### src/sv/yuvab_pkg.sv
// ----------------------------------------------------------------------------
// YUV 4:2:0 overlay blend - shared definitions
// Field widths, blend constants, the stage load strobes and the
// divide-by-255 helper used by the luma and chroma lanes.
// ----------------------------------------------------------------------------
package yuvab_pkg;

   localparam int unsigned LUMA_LANES = 4;
   localparam int unsigned PIX_W      = 8;
   localparam int unsigned LUMA_W     = LUMA_LANES * PIX_W;
   localparam int unsigned ASUM_W     = 10;
   localparam int unsigned LPROD_W    = 16;
   localparam int unsigned CPROD_W    = 18;
   localparam int unsigned REQ_W      = 128;
   localparam int unsigned RSP_W      = 48;

   localparam logic [PIX_W-1:0]  LUMA_FULL   = 8'd255;
   localparam logic [ASUM_W-1:0] CHROMA_FULL = 10'd1020;

   // Load strobes of the three pipeline stages
   typedef struct packed {
      logic s1_load;
      logic s2_load;
      logic s3_load;
   } yuvab_adv_type;

   // Exact floor(x / 255) for x up to 255 * 255
   function automatic logic [PIX_W-1:0] div255(input logic [LPROD_W-1:0] x);
      logic [LPROD_W-1:0] t;
      t = x + {8'd0, x[15:8]} + 16'd1;
      return t[15:8];
   endfunction

endpackage

### src/sv/yuvab_luma_lane.sv
// ----------------------------------------------------------------------------
// YUV 4:2:0 overlay blend - luma lane
// Weighted sum of one source and one overlay Y byte in stage 1,
// divided by 255 in stage 2.
// ----------------------------------------------------------------------------
module yuvab_luma_lane (
   input  logic                        clock,
   input  yuvab_pkg::yuvab_adv_type    adv,
   input  logic [7:0]                  src,
   input  logic [7:0]                  ovl,
   input  logic [7:0]                  alpha,
   output logic [7:0]                  blend
);
   import yuvab_pkg::*;

   logic [LPROD_W-1:0] prod_ff, prod_in;
   logic [PIX_W-1:0]   quo_ff, quo_in;
   logic [PIX_W-1:0]   inv_alpha;

   always_comb begin
      inv_alpha = LUMA_FULL - alpha;
      prod_in   = 16'(ovl) * 16'(alpha) + 16'(src) * 16'(inv_alpha);
      quo_in    = div255(prod_ff);
   end

   always_ff @(posedge clock) begin
      if (adv.s1_load) begin
         prod_ff <= prod_in;
      end
      if (adv.s2_load) begin
         quo_ff <= quo_in;
      end
   end

   assign blend = quo_ff;

endmodule

### src/sv/yuvab_chroma_lane.sv
// ----------------------------------------------------------------------------
// YUV 4:2:0 overlay blend - chroma lane
// Weights one chroma pair by the block's alpha sum in stage 2 and
// presents floor(product / 1020) for the output stage.
// ----------------------------------------------------------------------------
module yuvab_chroma_lane (
   input  logic                        clock,
   input  yuvab_pkg::yuvab_adv_type    adv,
   input  logic [7:0]                  src,
   input  logic [7:0]                  ovl,
   input  logic [9:0]                  alpha_sum,
   output logic [7:0]                  blend
);
   import yuvab_pkg::*;

   logic [CPROD_W-1:0] prod_ff, prod_in;
   logic [ASUM_W-1:0]  inv_sum;

   always_comb begin
      inv_sum = CHROMA_FULL - alpha_sum;
      prod_in = 18'(ovl) * 18'(alpha_sum) + 18'(src) * 18'(inv_sum);
   end

   always_ff @(posedge clock) begin
      if (adv.s2_load) begin
         prod_ff <= prod_in;
      end
   end

   // divide by 4, then by 255
   assign blend = div255(prod_ff[CPROD_W-1:2]);

endmodule

### src/sv/yuvab_merge.sv
// ----------------------------------------------------------------------------
// YUV 4:2:0 overlay blend - merge and output stage
// Collects the lane results into one block and picks source or blend.
// ----------------------------------------------------------------------------
module yuvab_merge (
   input  logic                        clock,
   input  yuvab_pkg::yuvab_adv_type    adv,
   input  logic                        enable,
   input  logic [31:0]                 lane_luma,
   input  logic [7:0]                  lane_cb,
   input  logic [7:0]                  lane_cr,
   input  logic [31:0]                 src_luma,
   input  logic [7:0]                  src_cb,
   input  logic [7:0]                  src_cr,
   output logic [47:0]                 data
);
   import yuvab_pkg::*;

   logic [RSP_W-1:0] data_ff, data_in;

   always_comb begin
      if (enable) begin
         data_in = {lane_cr, lane_cb, lane_luma};
      end else begin
         data_in = {src_cr, src_cb, src_luma};
      end
   end

   always_ff @(posedge clock) begin
      if (adv.s3_load) begin
         data_ff <= data_in;
      end
   end

   assign data = data_ff;

endmodule

### src/sv/yuv420_alpha_overlay_blend_core.sv
// ----------------------------------------------------------------------------
// YUV 4:2:0 alpha overlay blend core
// Blends one 2x2 block of an overlay with alpha onto a source frame block.
// ----------------------------------------------------------------------------
// One 2x2 block enters per cycle while the output side keeps up, and its
// result leaves after the three register stages, which are the lane
// products, the luma quotients with the chroma products, and the output
// register. Each stage holds only while the stage after it is full and
// stalled, so a bubble fills even while a result waits. The four luma
// lanes blend independently with their own alpha; chroma uses the sum of
// all four alphas over 1020. With csr_data written to 0 (the reset value)
// the source block passes through. Write csr only while no item is in
// flight.
module yuv420_alpha_overlay_blend_core (
   input  logic          clock,
   input  logic          reset,
   input  logic          req_tvalid,
   output logic          req_tready,
   // source_luma, source_cb, source_cr, overlay_luma, overlay_alpha,
   // overlay_cb, overlay_cr
   input  logic [127:0]  req_tdata,
   output logic          rsp_tvalid,
   input  logic          rsp_tready,
   // blended_luma, blended_cb, blended_cr
   output logic [47:0]   rsp_tdata,
   input  logic          csr_valid,
   output logic          csr_ready,
   // overlay_enable
   input  logic          csr_data
);
   import yuvab_pkg::*;

   logic [LUMA_W-1:0] in_src_luma, in_ovl_luma, in_ovl_alpha;
   logic [PIX_W-1:0]  in_src_cb, in_src_cr, in_ovl_cb, in_ovl_cr;

   logic              enable_ff, enable_in;
   logic              v1_ff, v1_in, v2_ff, v2_in, v3_ff, v3_in;
   logic              ready1, ready2, ready3;
   yuvab_adv_type     adv;

   logic [ASUM_W-1:0] asum_ff, asum_in;
   logic              en1_ff, en2_ff;
   logic [LUMA_W-1:0] src_luma1_ff, src_luma2_ff;
   logic [PIX_W-1:0]  src_cb1_ff, src_cr1_ff, ovl_cb1_ff, ovl_cr1_ff;
   logic [PIX_W-1:0]  src_cb2_ff, src_cr2_ff;

   logic [LUMA_W-1:0] lane_luma;
   logic [PIX_W-1:0]  lane_cb, lane_cr;

   assign in_src_luma  = req_tdata[31:0];
   assign in_src_cb    = req_tdata[39:32];
   assign in_src_cr    = req_tdata[47:40];
   assign in_ovl_luma  = req_tdata[79:48];
   assign in_ovl_alpha = req_tdata[111:80];
   assign in_ovl_cb    = req_tdata[119:112];
   assign in_ovl_cr    = req_tdata[127:120];

   // Register write
   assign csr_ready = 1'b1;
   assign enable_in = (csr_valid && csr_ready) ? csr_data : enable_ff;

   // Pipeline flow: a stage loads when it is empty or its successor moves
   always_comb begin
      ready3      = !v3_ff || rsp_tready;
      ready2      = !v2_ff || ready3;
      ready1      = !v1_ff || ready2;
      adv.s1_load = ready1 && req_tvalid;
      adv.s2_load = ready2 && v1_ff;
      adv.s3_load = ready3 && v2_ff;
      v1_in       = ready1 ? req_tvalid : v1_ff;
      v2_in       = ready2 ? v1_ff : v2_ff;
      v3_in       = ready3 ? v2_ff : v3_ff;
   end

   always_ff @(posedge clock) begin
      if (reset) begin
         enable_ff <= 1'b0;
         v1_ff     <= 1'b0;
         v2_ff     <= 1'b0;
         v3_ff     <= 1'b0;
      end else begin
         enable_ff <= enable_in;
         v1_ff     <= v1_in;
         v2_ff     <= v2_in;
         v3_ff     <= v3_in;
      end
   end

   // Alpha sum of the four lanes feeds both chroma lanes
   assign asum_in = 10'(in_ovl_alpha[7:0])   + 10'(in_ovl_alpha[15:8])
                  + 10'(in_ovl_alpha[23:16]) + 10'(in_ovl_alpha[31:24]);

   always_ff @(posedge clock) begin
      if (adv.s1_load) begin
         asum_ff      <= asum_in;
         en1_ff       <= enable_ff;
         src_luma1_ff <= in_src_luma;
         src_cb1_ff   <= in_src_cb;
         src_cr1_ff   <= in_src_cr;
         ovl_cb1_ff   <= in_ovl_cb;
         ovl_cr1_ff   <= in_ovl_cr;
      end
      if (adv.s2_load) begin
         en2_ff       <= en1_ff;
         src_luma2_ff <= src_luma1_ff;
         src_cb2_ff   <= src_cb1_ff;
         src_cr2_ff   <= src_cr1_ff;
      end
   end

   for (genvar i = 0; i < LUMA_LANES; i++) begin : g_luma
      yuvab_luma_lane u_lane (
         .clock (clock),
         .adv   (adv),
         .src   (in_src_luma[i*PIX_W +: PIX_W]),
         .ovl   (in_ovl_luma[i*PIX_W +: PIX_W]),
         .alpha (in_ovl_alpha[i*PIX_W +: PIX_W]),
         .blend (lane_luma[i*PIX_W +: PIX_W])
      );
   end

   yuvab_chroma_lane u_cb (
      .clock     (clock),
      .adv       (adv),
      .src       (src_cb1_ff),
      .ovl       (ovl_cb1_ff),
      .alpha_sum (asum_ff),
      .blend     (lane_cb)
   );

   yuvab_chroma_lane u_cr (
      .clock     (clock),
      .adv       (adv),
      .src       (src_cr1_ff),
      .ovl       (ovl_cr1_ff),
      .alpha_sum (asum_ff),
      .blend     (lane_cr)
   );

   yuvab_merge u_merge (
      .clock     (clock),
      .adv       (adv),
      .enable    (en2_ff),
      .lane_luma (lane_luma),
      .lane_cb   (lane_cb),
      .lane_cr   (lane_cr),
      .src_luma  (src_luma2_ff),
      .src_cb    (src_cb2_ff),
      .src_cr    (src_cr2_ff),
      .data      (rsp_tdata)
   );

   assign req_tready = ready1;
   assign rsp_tvalid = v3_ff;

endmodule

### config.mk
export PLATFORM = sky130hd
export DESIGN_NAME = yuv420_alpha_overlay_blend_core
export DESIGN_NICKNAME = d
export VERILOG_FILES = /design/src/sv/yuvab_pkg.sv /design/src/sv/yuvab_luma_lane.sv /design/src/sv/yuvab_chroma_lane.sv /design/src/sv/yuvab_merge.sv /design/src/sv/yuv420_alpha_overlay_blend_core.sv
export SDC_FILE = /design/constraint.sdc
export NUM_CORES = 2
export LEC_CHECK = 0
export ABC_AREA = 1
export BUFFER_PORTS_ARGS = -buffer_cell sky130_fd_sc_hd__buf_2
export CAP_MARGIN = 40
export CORE_UTILIZATION = 59
export DETAILED_ROUTE_END_ITERATION = 10
export HOLD_SLACK_MARGIN = 0.06
export PLACE_DENSITY = 0.87
export SLEW_MARGIN = 20
export SYNTH_ARGS = -nofsm -noshare
export SYNTH_HDL_FRONTEND = slang
export SYNTH_HIERARCHICAL = 1
export SYNTH_SLANG_ARGS = --single-unit
### constraint.sdc
create_clock -name clock -period 6 [get_ports clock]
set_input_delay 0.6 -clock clock [delete_from_list [all_inputs] [get_ports clock]]
set_output_delay 0.6 -clock clock [all_outputs]
set_load 0.01 [all_outputs]
==> flow_metrics.tcl <==
set metrics [dict create \
    synth-edff-count 300 \
    cts_tree "yes" \
    routedWlPerCell_microns 16.4 \
    synth_compound_area_share_pct 1.29 \
    synthAdderAreaFrac_pct 41.4 \
    rows 100 \
    tightest_slew_ns 0.761 \
    slowest_stage "fa_1" \
    place_ws_ns -0.126 \
    port_buffers 183 \
    drt-total-wl_microns 110000 \
    yosysSeqAreaShare_pct 20.5 \
    fin_crit_sh_pct 97.3 \
    synth.net_count 6759 \
    vias 35200 \
    clk_pin_slew_worst_paths_ns 0.06 \
    die_w_microns 276 \
    critPathRequiredTime_ns 6.33 \
    synth.most_common_cell "inv_1" \
    die_h_microns 276 \
    crit_type "register to register" \
    end_kind "register" \
    clock-sinks 304 \
    setup_viol 0 \
    crit_top_cell "fa_1" \
    grt.overflow.total 0 \
    hpwl_microns 89300 \
    syn-instance-count 5550 \
    grt_pass1_vias 35800 \
    fmax_mhz 171 \
    place_inst 6654 \
    crit_fanout 9 \
    ant_nets 0 \
    worst_slack_ns 0.165 \
    start_util_pct 59.6 \
    synth_cell_type_count 39 \
    synth-xor-area-share_pct 1.30 \
    stdcell_count 6735 \
    syn2layout_area_growth_pct 9.03 \
    grt.busiest_layer "met2" \
    critical-path-max-stage-delay_ns 0.56 \
    clock_latency_ns 0.56 \
    cap_viol_max_count 0 \
    grt_pass1_wl_microns 177000 \
    ys_warn_count 6 \
    first_pass_iters 6 \
    fin_skew_ns 0.0433 \
    grt_antenna_before_repair 11 \
    cts-root-buf "clkbuf_16" \
    ioPinCount 185 \
    synth.area.mux_share_pct 0.0226 \
    die-area_sq_um 76100 \
    final.min_clock_period_ns 5.84 \
    grtUsageMet2_pct 50.9 \
    synth_top_flop_cell "edfxtp_1" \
    synth_top_family_by_area "adder cells" \
    outcome "finished clean" \
    synth_async_sr_flop_share_pct 0 \
    gp_congestion 0.977 \
    rsz0062_at_grt "yes" \
    drc 0 \
    grt_use_met3_pct 5.41 \
    netlist.area_leader.share_pct 29.3 \
    hold_viol 0 \
    ctsHtreeMaxLevel 2 \
    gr-usage-all-layers_pct 29.5 \
    nets 6947 \
    synth_area_leaders "fa_1, edfxtp_1, inv_1" \
    slew_viol_final 0 \
    avgSynthCellArea_sq_um 7.98 \
    synthSimpleGateAreaFrac_pct 20.4 \
    synth_common_cells "inv_1, nand2_1, fa_1" \
    netlist_area_sq_um 44300 \
    via_per_inst 5.22 \
    clk_path_buf_depth 3 \
    ys_ff_latch 304 \
    drive_gt1_share_pct 8.76 \
    critPathLaunchType "register" \
    drt_iter0_drc 2506 \
    slew_headroom_pct 49.3 \
    grt_max_degree 88 \
    hold_path_class "input pin to register" \
    grt_use_met1_pct 36.9 \
    worstPathArrival_ns 6.17 \
    synth_area_leader_cell "fa_1" \
    cts_made_buffers 35 \
    design.core.area_sq_um 74300 \
]
==> state kept, by name (all words and copies together), names as in the netlist, 8 cells and up <==
| name | flops |
|---|---|
| src_cr1_ff | 8 |
| u_merge/data | 48 |
| u_cr/prod_ff | 16 |
| g_luma.u_lane/prod_ff | 64 |
| src_luma2_ff | 32 |
| asum_ff | 10 |
| src_cb1_ff | 8 |
| u_cb/prod_ff | 16 |
| ovl_cr1_ff | 8 |
| ovl_cb1_ff | 8 |
| g_luma.u_lane/blend | 32 |
| src_cb2_ff | 8 |
| src_cr2_ff | 8 |
| src_luma1_ff | 32 |
==> layout by cell type (no fill, tap or decap), types with 51 or more instances in the layout <==
master	count
edfxtp_1	300
buf_2	183
inv_1	1618
nor2_1	394
buf_4	76
nand3_1	157
ha_1	408
nand2_1	1502
nand2_2	51
fa_1	647
a21oi_1	55
==> final timing paths <==
| kind | from | endpoint | slack (ns) | cells after the start |
|---|---|---|---|---|
| max | asum_ff[1]$_DFFE_PP_ | u_cb/prod_ff[17]$_DFFE_PP_ | 0.16 | 25 |
| min | req_tdata[112] | ovl_cb1_ff[0]$_DFFE_PP_ | 0.20 | 1 |
| max reg2reg | asum_ff[1]$_DFFE_PP_ | u_cb/prod_ff[17]$_DFFE_PP_ | 0.16 | 25 |
| min reg2reg | src_luma1_ff[31]$_DFFE_PP_ | src_luma2_ff[31]$_DFFE_PP_ | 0.40 | 0 |
==> final cells by class <==
type	instances	area, sq um
Tap cell	969	1210
Clock buffer	40	926
Timing Repair Buffer	264	1590
Fill cell	5937	26100
Clock inverter	23	262
Multi-Input combinational cell	3484	29000
Antenna cell	2	5.00
Inverter	1649	6200
Sequential cell	304	9090
==> per-stage QoR <==
step           TNS (ns)  utilization [%]  area (sq um)  hold WS (ns)
2_1_floorplan         0                -         44300         0.400
3_3_place_gp          0             62.5         46400         0.401
3_5_place_dp     -0.390             62.5         46500         0.405
4_1_cts               0             64.2         47700         0.172
5_1_grt          -0.327             64.9         48300         0.178
6_report              0             64.9         48300         0.201
==> what timing repair did <==
item,4_1_cts,5_1_grt
resized for setup,10,89
pin swaps,6,78
cloned,0,0
hold buffers,0,0
setup buffers,1,13
endpoints found under the setup margin,10,23
==> routing by layer <==
metal	share of wire (%)	wire length [microns]
met5	0.12	130
met4	4.3	4790
met3	8.5	9340
met2	49	53800
met1	38	42300
==> worst max-delay path, delay by kind of cell (launching register included) <==
family                     cells  cell delay (ns)
adders and majority gates      7             3.34
and+or+nand+nor                9             0.68
buffers and inverters          6             0.53
DFF                            1             0.45
AOI/OAI and AO/OA              2             0.34
xor gates and xnor gates       1             0.25
==> logic make-up (layout without fill, tap and decap cells) <==
| group | count (synthesis) | count (layout) |
|---|---|---|
| buf+inv | 1762 | 1976 |
| fa+ha+maj | 1075 | 1075 |
| other cells | 5 | 7 |
| mux | 1 | 1 |
| flops | 304 | 304 |
| compound gates | 101 | 101 |
| simple gates | 2244 | 2244 |
| xor+xnor | 58 | 58 |
Power is not shown: default switching activity piles up to over one toggle a cycle in this logic, so the estimate is an artifact.
